`src/hw/rtl/msrc_pkg.sv`:
```
`default_nettype none
package msrc_pkg;

    typedef struct packed {
        logic        req_type;
        logic [3:0]  channel;
        logic [15:0] target_pos;
        logic [15:0] duration_ms;
        logic [15:0] feedback_pos;
        logic [7:0]  elapsed_ms;
    } t_in_item;

    typedef struct packed {
        logic        result_kind;
        logic [3:0]  out_channel;
        logic [15:0] compare_value;
        logic        error;
        logic        last;
    } t_out_item;

    localparam logic [1:0] MODE_STOP = 2'd0;
    localparam logic [1:0] MODE_RAMP = 2'd1;
    localparam logic [1:0] MODE_HOLD = 2'd2;

    localparam logic [1:0] CFG_PWM_MIN   = 2'd0;
    localparam logic [1:0] CFG_PWM_MAX   = 2'd1;
    localparam logic [1:0] CFG_FULL_SCL  = 2'd2;
    localparam logic [1:0] CFG_OFF_DELAY = 2'd3;

    typedef enum logic [3:0] {
        ST_IDLE,
        ST_CMD,
        ST_CHAN,
        ST_RAMP_MUL,
        ST_RAMP_GO,
        ST_RAMP_DIV,
        ST_RAMP_ADD,
        ST_SCL_MUL,
        ST_SCL_GO,
        ST_SCL_DIV,
        ST_SCL_ADD,
        ST_EMIT
    } t_state;

    typedef struct packed {
        logic take_in;
        logic load_cmd;
        logic load_tick;
        logic chan_eval;
        logic ramp_mul;
        logic div_start;
        logic ramp_fin;
        logic scl_mul;
        logic scl_fin;
        logic emit;
        logic next_chan;
    } t_cmd;

    typedef struct packed {
        logic is_tick;
        logic zero_tick;
        logic chan_emits;
        logic chan_ramp;
        logic need_scale;
        logic div_busy;
        logic chan_last;
        logic out_full;
    } t_status;

    function automatic logic [15:0] rest_pos(input int unsigned idx);
        case (idx)
            0: rest_pos = 16'd420;
            1: rest_pos = 16'd445;
            2: rest_pos = 16'd550;
            3: rest_pos = 16'd475;
            4: rest_pos = 16'd495;
            5: rest_pos = 16'd430;
            6: rest_pos = 16'd470;
            default: rest_pos = 16'd0;
        endcase
    endfunction

endpackage
`default_nettype wire

```
`src/hw/rtl/msrc_divider.sv`:
```
`default_nettype none
// Restoring divider for unsigned magnitudes, one quotient bit per cycle.
module msrc_divider
    import msrc_pkg::*;
#(
    parameter int unsigned NUM_BITS = 48,
    parameter int unsigned DEN_BITS = 32
) (
    input  wire logic                i_clk,
    input  wire logic                i_rst_n,
    input  wire logic                i_start,
    input  wire logic [NUM_BITS-1:0] i_num,
    input  wire logic [DEN_BITS-1:0] i_den,
    output logic                     o_busy,
    output logic [NUM_BITS-1:0]      o_quot
);
    localparam int unsigned CNT_BITS = $clog2(NUM_BITS + 1);

    logic [CNT_BITS-1:0] r_cnt, n_cnt;
    logic [NUM_BITS-1:0] r_quot, n_quot;
    logic [DEN_BITS:0]   r_rem, n_rem;
    logic [DEN_BITS-1:0] r_den, n_den;
    logic [DEN_BITS:0]   w_trial;

    always_comb begin
        n_cnt  = r_cnt;
        n_quot = r_quot;
        n_rem  = r_rem;
        n_den  = r_den;
        w_trial = {r_rem[DEN_BITS-1:0], r_quot[NUM_BITS-1]};
        if (i_start) begin
            n_cnt  = CNT_BITS'(NUM_BITS);
            n_quot = i_num;
            n_rem  = '0;
            n_den  = i_den;
        end else if (r_cnt != '0) begin
            n_cnt = r_cnt - CNT_BITS'(1);
            if (w_trial >= {1'b0, r_den}) begin
                n_rem  = w_trial - {1'b0, r_den};
                n_quot = {r_quot[NUM_BITS-2:0], 1'b1};
            end else begin
                n_rem  = w_trial;
                n_quot = {r_quot[NUM_BITS-2:0], 1'b0};
            end
        end
    end

    always_ff @(posedge i_clk) begin
        if (!i_rst_n) begin
            r_cnt <= '0;
        end else begin
            r_cnt <= n_cnt;
        end
        r_quot <= n_quot;
        r_rem  <= n_rem;
        r_den  <= n_den;
    end

    assign o_busy = (r_cnt != '0);
    assign o_quot = r_quot;
endmodule
`default_nettype wire

```
`src/hw/rtl/msrc_datapath.sv`:
```
`default_nettype none
module msrc_datapath
    import msrc_pkg::*;
#(
    parameter int unsigned CHANNELS  = 7,
    parameter int unsigned POS_BITS  = 16,
    parameter int unsigned TIME_BITS = 32
) (
    input  wire logic      i_clk,
    input  wire logic      i_rst_n,
    input  wire logic      i_cfg_we,
    input  wire logic [1:0] i_cfg_idx,
    input  wire logic [15:0] i_cfg_data,
    input  wire t_in_item  i_item,
    input  wire t_cmd      i_cmd,
    input  wire logic      i_out_stall,
    output t_status        o_status,
    output logic           o_out_valid,
    output t_out_item      o_out_item
);
    localparam int unsigned CH_BITS  = (CHANNELS > 1) ? $clog2(CHANNELS) : 1;
    localparam int unsigned NUM_BITS = POS_BITS + 1 + TIME_BITS;
    localparam int unsigned DEN_BITS = (TIME_BITS > 16) ? TIME_BITS : 16;

    logic [15:0] r_pwm_min, r_pwm_max, r_fs;
    logic [7:0]  r_off_dly;
    logic [TIME_BITS-1:0] r_clock;

    logic [1:0]          r_mode  [CHANNELS];
    logic [POS_BITS-1:0] r_start [CHANNELS];
    logic [POS_BITS-1:0] r_end   [CHANNELS];
    logic [POS_BITS-1:0] r_lastp [CHANNELS];
    logic [TIME_BITS-1:0] r_begin [CHANNELS];
    logic [TIME_BITS-1:0] r_fin   [CHANNELS];

    t_in_item r_item;
    logic [CH_BITS-1:0] r_ch;
    logic [POS_BITS-1:0] r_pos;
    logic r_neg;
    logic [POS_BITS-1:0] r_mag;
    logic [TIME_BITS-1:0] r_span, r_t;
    logic [NUM_BITS-1:0] r_prod;
    logic [15:0] r_cmp;
    logic r_zero_out;
    logic r_ov;
    logic r_out_valid;
    t_out_item r_out;

    logic w_div_busy;
    logic [NUM_BITS-1:0] w_quot;

    // Per-channel decisions for the channel under evaluation.
    logic [1:0] w_mode;
    logic [TIME_BITS-1:0] w_fin, w_beg, w_span, w_t;
    logic w_done, w_hold_end, w_last_ch;
    logic [POS_BITS-1:0] w_target, w_fb;
    logic [15:0] w_clip;
    logic [15:0] w_dmag;
    logic w_dneg;
    logic w_ch_ok;
    logic w_later;

    assign w_target = r_item.target_pos[POS_BITS-1:0];
    assign w_fb     = r_item.feedback_pos[POS_BITS-1:0];
    assign w_ch_ok  = ({1'b0, r_item.channel} < 5'(CHANNELS));
    assign w_mode   = r_mode[r_ch];
    assign w_fin    = r_fin[r_ch];
    assign w_beg    = r_begin[r_ch];
    assign w_span   = w_fin - w_beg;
    assign w_t      = r_clock - w_beg;
    assign w_done   = (w_fin <= r_clock);
    assign w_hold_end = (w_fin < r_clock);
    assign w_last_ch  = (r_ch == CH_BITS'(CHANNELS - 1));
    assign w_clip   = (16'(r_pos) > r_fs) ? r_fs : 16'(r_pos);
    assign w_dneg   = (r_pwm_max < r_pwm_min);
    assign w_dmag   = w_dneg ? (r_pwm_min - r_pwm_max) : (r_pwm_max - r_pwm_min);

    // A channel still to be swept produces a result when it is ramping or its
    // hold has run out; only its own evaluation changes that, so the final
    // result of a sweep is known as soon as no such channel follows.
    always_comb begin
        w_later = 1'b0;
        for (int j = 0; j < CHANNELS; j++) begin
            if ((CH_BITS'(j) > r_ch) && ((r_mode[j] == MODE_RAMP) ||
                (r_mode[j] == MODE_HOLD && r_fin[j] < r_clock))) begin
                w_later = 1'b1;
            end
        end
    end

    msrc_divider #(.NUM_BITS(NUM_BITS), .DEN_BITS(DEN_BITS)) u_div (
        .i_clk  (i_clk),
        .i_rst_n(i_rst_n),
        .i_start(i_cmd.div_start),
        .i_num  (r_prod),
        .i_den  (r_ov ? DEN_BITS'(r_fs) : DEN_BITS'(r_span)),
        .o_busy (w_div_busy),
        .o_quot (w_quot)
    );

    always_ff @(posedge i_clk) begin
        if (!i_rst_n) begin
            r_pwm_min <= 16'd400;
            r_pwm_max <= 16'd5600;
            r_fs      <= 16'd1000;
            r_off_dly <= 8'd50;
            r_clock   <= '0;
            r_out_valid <= 1'b0;
            r_ch      <= '0;
            for (int i = 0; i < CHANNELS; i++) begin
                r_mode[i]  <= MODE_STOP;
                r_start[i] <= '0;
                r_end[i]   <= '0;
                r_lastp[i] <= POS_BITS'(rest_pos(i));
                r_begin[i] <= '0;
                r_fin[i]   <= '0;
            end
        end else begin
            if (i_cfg_we) begin
                case (i_cfg_idx)
                    CFG_PWM_MIN:   r_pwm_min <= i_cfg_data;
                    CFG_PWM_MAX:   r_pwm_max <= i_cfg_data;
                    CFG_FULL_SCL:  r_fs      <= i_cfg_data;
                    CFG_OFF_DELAY: r_off_dly <= i_cfg_data[7:0];
                    default: ;
                endcase
            end
            if (i_cmd.load_cmd || i_cmd.emit) begin
                r_out_valid <= 1'b1;
            end else if (r_out_valid && !i_out_stall) begin
                r_out_valid <= 1'b0;
            end
            if (i_cmd.load_cmd) begin
                if (w_ch_ok) begin
                    r_start[r_item.channel[CH_BITS-1:0]] <=
                        (w_fb != '0) ? w_fb : r_lastp[r_item.channel[CH_BITS-1:0]];
                    r_end[r_item.channel[CH_BITS-1:0]]   <= w_target;
                    r_begin[r_item.channel[CH_BITS-1:0]] <= r_clock;
                    r_fin[r_item.channel[CH_BITS-1:0]]   <=
                        r_clock + TIME_BITS'(r_item.duration_ms);
                    r_mode[r_item.channel[CH_BITS-1:0]]  <= MODE_RAMP;
                end
                r_out.result_kind   <= 1'b0;
                r_out.out_channel   <= r_item.channel;
                r_out.compare_value <= '0;
                r_out.error         <= !w_ch_ok;
                r_out.last          <= 1'b1;
            end else if (i_cmd.emit) begin
                r_out.result_kind   <= 1'b1;
                r_out.out_channel   <= 4'(r_ch);
                r_out.compare_value <= r_zero_out ? 16'd0 : r_cmp;
                r_out.error         <= 1'b0;
                r_out.last          <= !w_later;
            end
            if (i_cmd.load_tick) begin
                r_clock <= r_clock + TIME_BITS'(r_item.elapsed_ms);
                r_ch    <= '0;
            end else if (i_cmd.next_chan) begin
                r_ch <= r_ch + CH_BITS'(1);
            end
            if (i_cmd.chan_eval) begin
                r_zero_out <= 1'b0;
                if (w_mode == MODE_RAMP) begin
                    if (w_done) begin
                        r_lastp[r_ch] <= r_end[r_ch];
                        r_fin[r_ch]   <= w_fin + TIME_BITS'(r_off_dly);
                        r_mode[r_ch]  <= MODE_HOLD;
                        r_pos         <= r_end[r_ch];
                    end else if (w_span == '0) begin
                        r_pos <= r_end[r_ch];
                        r_lastp[r_ch] <= r_end[r_ch];
                    end else begin
                        r_span <= w_span;
                        r_t    <= (w_t > w_span) ? w_span : w_t;
                        r_neg  <= (r_end[r_ch] < r_start[r_ch]);
                        r_mag  <= (r_end[r_ch] < r_start[r_ch]) ?
                                  (r_start[r_ch] - r_end[r_ch]) :
                                  (r_end[r_ch] - r_start[r_ch]);
                    end
                end else if (w_mode == MODE_HOLD && w_hold_end) begin
                    r_mode[r_ch] <= MODE_STOP;
                    r_zero_out   <= 1'b1;
                end
            end
            if (i_cmd.ramp_mul) begin
                r_prod <= NUM_BITS'(r_mag) * NUM_BITS'(r_t);
                r_ov   <= 1'b0;
            end
            if (i_cmd.ramp_fin) begin
                r_pos <= r_neg ? (r_start[r_ch] - POS_BITS'(w_quot))
                               : (r_start[r_ch] + POS_BITS'(w_quot));
                r_lastp[r_ch] <= r_neg ? (r_start[r_ch] - POS_BITS'(w_quot))
                                       : (r_start[r_ch] + POS_BITS'(w_quot));
            end
            if (i_cmd.scl_mul) begin
                r_prod <= NUM_BITS'(w_dmag) * NUM_BITS'(w_clip);
                r_neg  <= w_dneg;
                r_ov   <= 1'b1;
            end
            if (i_cmd.scl_fin) begin
                if (r_pos == '0) begin
                    r_cmp <= '0;
                end else if (r_fs == '0) begin
                    r_cmp <= r_pwm_min;
                end else begin
                    r_cmp <= r_neg ? (r_pwm_min - 16'(w_quot)) : (r_pwm_min + 16'(w_quot));
                end
            end
        end
    end

    always_ff @(posedge i_clk) begin
        if (i_cmd.take_in) begin
            r_item <= i_item;
        end
    end

    assign o_out_valid = r_out_valid;
    assign o_out_item  = r_out;

    assign o_status.is_tick    = r_item.req_type;
    assign o_status.zero_tick  = (r_item.elapsed_ms == 8'd0);
    assign o_status.chan_emits = (w_mode == MODE_RAMP) ||
                                 (w_mode == MODE_HOLD && w_hold_end);
    assign o_status.chan_ramp  = (w_mode == MODE_RAMP) && !w_done && (w_span != '0);
    assign o_status.need_scale = (w_mode == MODE_RAMP);
    assign o_status.div_busy   = w_div_busy;
    assign o_status.chan_last  = w_last_ch;
    assign o_status.out_full   = r_out_valid;
endmodule
`default_nettype wire

```
`src/hw/rtl/msrc_ctrl.sv`:
```
`default_nettype none
module msrc_ctrl
    import msrc_pkg::*;
(
    input  wire logic    i_clk,
    input  wire logic    i_rst_n,
    input  wire logic    i_in_valid,
    input  wire t_status i_status,
    output logic         o_in_stall,
    output t_cmd         o_cmd
);
    t_state r_state, n_state;

    always_comb begin
        n_state = r_state;
        case (r_state)
            ST_IDLE:     n_state = i_in_valid ? ST_CMD : ST_IDLE;
            ST_CMD:      n_state = !i_status.is_tick ? (i_status.out_full ? ST_CMD : ST_IDLE)
                                 : (i_status.zero_tick ? ST_IDLE : ST_CHAN);
            ST_CHAN:     n_state = !i_status.chan_emits ? (i_status.chan_last ? ST_IDLE : ST_CHAN)
                                 : (i_status.chan_ramp ? ST_RAMP_MUL :
                                    (i_status.need_scale ? ST_SCL_MUL : ST_EMIT));
            ST_RAMP_MUL: n_state = ST_RAMP_GO;
            ST_RAMP_GO:  n_state = ST_RAMP_DIV;
            ST_RAMP_DIV: n_state = i_status.div_busy ? ST_RAMP_DIV : ST_RAMP_ADD;
            ST_RAMP_ADD: n_state = ST_SCL_MUL;
            ST_SCL_MUL:  n_state = ST_SCL_GO;
            ST_SCL_GO:   n_state = ST_SCL_DIV;
            ST_SCL_DIV:  n_state = i_status.div_busy ? ST_SCL_DIV : ST_SCL_ADD;
            ST_SCL_ADD:  n_state = ST_EMIT;
            ST_EMIT:     n_state = i_status.out_full ? ST_EMIT
                                 : (i_status.chan_last ? ST_IDLE : ST_CHAN);
            default:     n_state = ST_IDLE;
        endcase
    end

    always_comb begin
        o_cmd = '0;
        o_in_stall = !i_rst_n || (r_state != ST_IDLE);
        case (r_state)
            ST_IDLE:     o_cmd.take_in = i_in_valid && i_rst_n;
            ST_CMD:      begin
                o_cmd.load_cmd  = !i_status.is_tick && !i_status.out_full;
                o_cmd.load_tick = i_status.is_tick && !i_status.zero_tick;
            end
            ST_CHAN:     begin
                o_cmd.chan_eval = 1'b1;
                o_cmd.next_chan = !i_status.chan_emits && !i_status.chan_last;
            end
            ST_RAMP_MUL: o_cmd.ramp_mul = 1'b1;
            ST_RAMP_GO:  o_cmd.div_start = 1'b1;
            ST_RAMP_ADD: o_cmd.ramp_fin = 1'b1;
            ST_SCL_MUL:  o_cmd.scl_mul = 1'b1;
            ST_SCL_GO:   o_cmd.div_start = 1'b1;
            ST_SCL_ADD:  o_cmd.scl_fin = 1'b1;
            ST_EMIT:     begin
                o_cmd.emit      = !i_status.out_full;
                o_cmd.next_chan = !i_status.out_full && !i_status.chan_last;
            end
            default:     ;
        endcase
    end

    always_ff @(posedge i_clk) begin
        if (!i_rst_n) begin
            r_state <= ST_IDLE;
        end else begin
            r_state <= n_state;
        end
    end
endmodule
`default_nettype wire

```
`src/hw/rtl/multi_servo_ramp_controller.sv`:
```
`default_nettype none
// Multi-channel servo ramp controller.
// The input channel takes one transfer per request: a move command or a
// millisecond tick. A move command gives exactly one acknowledge, flagged
// with error when the channel number is out of range. A tick sweeps the
// channels in ascending order and gives one compare update for each channel
// that is ramping, reaching its target or ending its hold; the final update
// carries last. A tick of zero length gives nothing.
// Every result leaves from the output register. After a transfer the input
// stalls until the request is done. A command waits in the command state
// while the output register is full. A tick sweeps the channels; a ramping
// channel multiplies and divides twice, a channel that reaches its target or
// has an empty span once, and one ending its hold goes straight to emit; the
// shared bit-serial divider serves both the ramp and the scaling. Every
// result further waits while the output register holds.
// Reset restores the default configuration, stops every channel and loads
// the rest positions. When the receiver stalls, the pending result holds in
// the output register and the sweep waits for it. Configuration is written
// through a plain write port, by the user only while idle (not enforced).
module multi_servo_ramp_controller
    import msrc_pkg::*;
#(
    parameter int unsigned CHANNELS  = 7,
    parameter int unsigned POS_BITS  = 16,
    parameter int unsigned TIME_BITS = 32
) (
    input  wire logic        i_clk,
    input  wire logic        i_rst_n,
    input  wire logic        i_in_valid,
    output logic             o_in_stall,
    input  wire t_in_item    i_in_data,
    output logic             o_out_valid,
    input  wire logic        i_out_stall,
    output t_out_item        o_out_data,
    input  wire logic        i_cfg_we,
    input  wire logic [1:0]  i_cfg_idx,
    input  wire logic [15:0] i_cfg_data
);
    t_cmd    w_cmd;
    t_status w_status;

    msrc_ctrl u_ctrl (
        .i_clk     (i_clk),
        .i_rst_n   (i_rst_n),
        .i_in_valid(i_in_valid),
        .i_status  (w_status),
        .o_in_stall(o_in_stall),
        .o_cmd     (w_cmd)
    );

    msrc_datapath #(
        .CHANNELS (CHANNELS),
        .POS_BITS (POS_BITS),
        .TIME_BITS(TIME_BITS)
    ) u_dp (
        .i_clk      (i_clk),
        .i_rst_n    (i_rst_n),
        .i_cfg_we   (i_cfg_we),
        .i_cfg_idx  (i_cfg_idx),
        .i_cfg_data (i_cfg_data),
        .i_item     (i_in_data),
        .i_cmd      (w_cmd),
        .i_out_stall(i_out_stall),
        .o_status   (w_status),
        .o_out_valid(o_out_valid),
        .o_out_item (o_out_data)
    );
endmodule
`default_nettype wire

```
`config.mk`:
```
export PLATFORM = sky130hd
export DESIGN_NAME = multi_servo_ramp_controller
export DESIGN_NICKNAME = d
export VERILOG_FILES = /design/src/hw/rtl/msrc_pkg.sv /design/src/hw/rtl/msrc_divider.sv /design/src/hw/rtl/msrc_datapath.sv /design/src/hw/rtl/msrc_ctrl.sv /design/src/hw/rtl/multi_servo_ramp_controller.sv
export SDC_FILE = /design/constraint.sdc
export NUM_CORES = 2
export LEC_CHECK = 0
export BUFFER_PORTS_ARGS = -buffer_cell sky130_fd_sc_hd__buf_2
export CORE_MARGIN = 2
export CORE_UTILIZATION = 41
export CTS_CLUSTER_DIAMETER = 30
export DETAILED_ROUTE_END_ITERATION = 10
export PLACE_DENSITY = 0.53
export SETUP_SLACK_MARGIN = 0.2
export SLEW_MARGIN = 15
export SYNTH_ARGS = -nofsm -noshare
export SYNTH_HDL_FRONTEND = slang
export SYNTH_HIERARCHICAL = 1
export SYNTH_SLANG_ARGS = --single-unit
```
`constraint.sdc`:
```
create_clock -name i_clk -period 10.2 [get_ports i_clk]
set_input_delay 0.51 -clock i_clk [delete_from_list [all_inputs] [get_ports i_clk]]
set_output_delay 0.51 -clock i_clk [all_outputs]
set_load 0.005 [all_outputs]
```
==> reports/summary.txt <==
Wire length of the first global-routing pass - 521000 um
Crit-path max cell delay - 0.56 ns
Post-Synthesis Cells - 9501
Layout-stage area growth over the synthesis result - 17.4%
Reg2reg path depth - 35
Worst path slowest cell - sky130_fd_sc_hd__o41ai_4
Maximum clock path buffer count - 4
Distinct cell type count of the synthesized netlist - 103
Share of synthesized registers carrying an async set or reset - 0
Setup slack on the worst flop-to-flop path - 0.72 ns
Most used standard cells in the synthesized netlist - sky130_fd_sc_hd__edfxtp_1, sky130_fd_sc_hd__nand2_1, sky130_fd_sc_hd__inv_1, sky130_fd_sc_hd__nor2_1, sky130_fd_sc_hd__ha_1
Number of enable-type register cells in the synthesized netlist - 1152
Post-synthesis instance area - 0.101 mm^2
Final min period - 9.48 ns
Total power per unit cell area - 260 mW/mm^2
Critical path required time - 10.71 ns
Router iterations before antenna repair - 6
Max-slew headroom at the worst pin - 0.175
Placer congestion estimate - 0.947
Floorplan die height - 501 um
# port buffers - 108
Number of global-route vias before repair - 77800
Share of post-route cells with drive strength above 1 - 0.139
Main synth FF type - sky130_fd_sc_hd__edfxtp_1
Total GRT Usage - 0.281
DRC violations left - 0
Clk root buf - sky130_fd_sc_hd__clkbuf_16
DP Worst Slack - 0.419 ns
Summed negative setup slack over all endpoints - 0 ns
Number of placement rows - 182
Count of synthesis-stage warnings from yosys - 6
CTS tree - done
Number of antenna-violating nets in the routed design - 0
Final #Nets - 11300
Hold Violations, Final - 0
Leading post-synthesis cells by cell area - sky130_fd_sc_hd__edfxtp_1, sky130_fd_sc_hd__fa_1, sky130_fd_sc_hd__ha_1
Fill count - 22300
Detailed Route Iter0 Violations - 6706
Worst Path Max Fanout - 12
Total congestion overflow after global routing - 0
Critical path endpoint category - flop
Instance count along the most critical hold path - 3
Sort of element at the start of the critical path - flop
Flip-flop and latch area - 0.0392 mm^2
Number of flip-flops and latches in the synthesized netlist - 1380
Portion of the clock cycle consumed by the worst path in the final layout - 0.929
Number of sinks on the clock net - 1380
Total routed wirelength - 357000 um
CORE AREA - 0.245 mm^2
Average footprint of a synthesized cell - 10.6 um^2
Chip width - 501 um
Post-DP HPWL - 262000 um
Fraction of the yosys area taken by sequential cells - 0.387
RSZ-0062 raised after global routing - false
VDD IR max - 746 uV
Static leakage - 48.3 nW
Vias - 76700
Wire length per cell after detailed routing - 26.7 um
Pin count of the biggest net entering global routing - 82
Top Ports - 109
Max Clock Skew - 0.116 ns
Critical path data arrival time - 9.99 ns
Result of the run - finished, final reports clean
Share of Yosys cell area claimed by the top area cell type - 0.342
Final-report setup violation count - 0
Achievable clock frequency - 105 MHz
Final worst slack - 0.720 ns
Vias per std cell - 5.74
Endpoint, Worst Hold - u_dp/r_pwm_min[10]$_SDFFE_PN0P_
Clock transition at the register clock pins on the worst setup and hold paths after CTS - 0.04 ns
Startpoint of the lowest-slack hold path - i_cfg_data[10]
Slew at the pin with the worst max-slew slack - 1.23 ns
Clock network latency to the later pin of the worst-skew pair - 0.89 ns
Most frequently used cell type in the post-synthesis netlist - sky130_fd_sc_hd__edfxtp_1
Cell type with the highest occurrence count on the critical path - sky130_fd_sc_hd__fa_1
Worst hold slack - 0.0463 ns
Initial standard-cell utilization of the core - 0.412
Reg-to-reg critical path endpoint - u_dp/r_prod[24]$_DFFE_PP_
Worst r2r src - u_dp/r_pwm_min[2]$_SDFFE_PN0P_
Count of pins over their slew limit - 0
Combined area of the multi-input logic cells - 0.0570 mm^2
Floorplan die area - 0.251 mm^2
Hold crit path type - in -> reg
Category of the most critical setup path - reg -> reg
Number of max-cap violations - 0
TritonCTS Buffers - 352
Number of buffers inserted by post-CTS setup repair - 0
Cell type contributing the most total cell area after synthesis - sky130_fd_sc_hd__edfxtp_1
Antenna violations before repair - 23
H-tree depth - 5
-- layout make-up --
class	instances	area share
timing repair buffer	394	0.0245
multi-input combinational	6767	0.480
tap	3220	0.0340
sequential	1380	0.330
antenna	6	0.000127
clock inverter	225	0.0225
clock buffer	420	0.0782
inverter	962	0.0305
-- worst max path at each step --
stage	slack, ns	start	depth (start not counted)	to
2_1_floorplan	1.11	u_dp/r_pwm_min[5]$_SDFFE_PN0P_	33	u_dp/r_prod[31]$_DFFE_PP_
3_3_place_gp	0.44	u_dp/r_pwm_min[1]$_SDFFE_PN0P_	31	u_dp/r_prod[29]$_DFFE_PP_
3_5_place_dp	0.42	u_dp/r_pwm_min[1]$_SDFFE_PN0P_	31	u_dp/r_prod[29]$_DFFE_PP_
4_1_cts	0.36	u_dp/r_pwm_min[1]$_SDFFE_PN0P_	31	u_dp/r_prod[29]$_DFFE_PP_
5_1_grt	0.19	u_dp/r_pwm_min[2]$_SDFFE_PN0P_	35	u_dp/r_prod[24]$_DFFE_PP_
6_report	0.72	u_dp/r_pwm_min[2]$_SDFFE_PN0P_	35	u_dp/r_prod[24]$_DFFE_PP_
-- sequential cells by signal (all words and copies together), names as in the netlist, 23 cells and up, named ones only --
register and count:
u_dp/r_prod 48, u_dp/u_div/o_quot 49, u_dp/r_clock 32, u_dp/r_end 128, u_dp/u_div/r_rem 32, u_dp/r_item 28, u_dp/r_t 32, u_dp/r_begin 256
u_dp/r_span 32, u_dp/r_lastp 128, u_dp/r_start 128, u_dp/u_div/r_den 32, u_dp/r_fin 256, u_dp/o_out_item 23
-- logic make-up (layout without fill, tap and decap cells) --
logic type / after synthesis / after routing / synth area share
AND/OR/NAND/NOR: 2866 / 2866 / 0.131
flip-flops: 1380 / 1380 / 0.387
multiplexers: 563 / 563 / 0.0858
AO/OA/AOI/OAI: 1593 / 1593 / 0.0986
other: 1 / 71 / 0.0000371
XOR/XNOR: 311 / 311 / 0.0269
buffers and inverters: 1418 / 2001 / 0.0546
adder cells (fa/ha/maj): 1369 / 1369 / 0.216
-- routing by layer --
metal  global-route usage  share of wire  wire length, um  up-vias
met5                    0        0.00017               60        -
met4                0.127          0.051            18100       10
met3               0.0525          0.077            27400      729
met2                0.453           0.46           165000     3151
met1                0.368           0.41           147000    38800
li1                     -              -                -    34100
-- cells in the final DEF (no fill, tap or decap), types with 182 or more instances in the layout --
cell type and n:
sky130_fd_sc_hd__edfxtp_1 1152, sky130_fd_sc_hd__nand2_1 962, sky130_fd_sc_hd__inv_1 941, sky130_fd_sc_hd__nor2_1 832, sky130_fd_sc_hd__ha_1 745, sky130_fd_sc_hd__fa_1 624, sky130_fd_sc_hd__a21oi_1 476, sky130_fd_sc_hd__clkbuf_16 359
sky130_fd_sc_hd__o21ai_0 340, sky130_fd_sc_hd__mux4_2 227, sky130_fd_sc_hd__dfxtp_1 224, sky130_fd_sc_hd__and2_1 222, sky130_fd_sc_hd__buf_4 212, sky130_fd_sc_hd__xnor2_1 209, sky130_fd_sc_hd__nand3_1 207, sky130_fd_sc_hd__a21o_1 198
sky130_fd_sc_hd__mux2i_1 182
-- stage by stage --
| step | utilization | instance area, um^2 | std cells | power, mW |
|---|---|---|---|---|
| 6_report | 0.483 | 119000 | 13400 | 30.9 |
| 5_1_grt | 0.483 | 119000 | 13400 | 32.8 |
| 4_1_cts | 0.483 | 119000 | 13400 | 31.1 |
| 3_5_place_dp | 0.431 | 106000 | 12700 | 19.7 |
| 3_3_place_gp | 0.431 | 106000 | 12700 | 19.7 |
| 2_1_floorplan | - | 101000 | 9565 | 16.1 |
-- power breakdown --
group	switching (mW)	total, mW	internal [mW]
clock network	3.49	11.2	7.71
registers	0.271	6.88	6.61
logic	7.72	12.8	5.09
-- timing repair --
item | CTS | global route
hold buffers | 72 | 0
hold endpoints to repair | 89 | 0
endpoints found under the setup margin | 0 | 8
resized for setup | 0 | 13
-- worst max-delay path, delay by kind of cell, from the launching register on --
kind / cells / cell delay (ns)
buf+inv: 7 / 0.91
xor+xnor: 2 / 0.64
simple gates: 2 / 0.18
flops: 1 / 0.41
fa+ha+maj: 8 / 3.69
mux: 1 / 0.08
compound gates: 15 / 3.22
(Power assumes the default switching activity.)
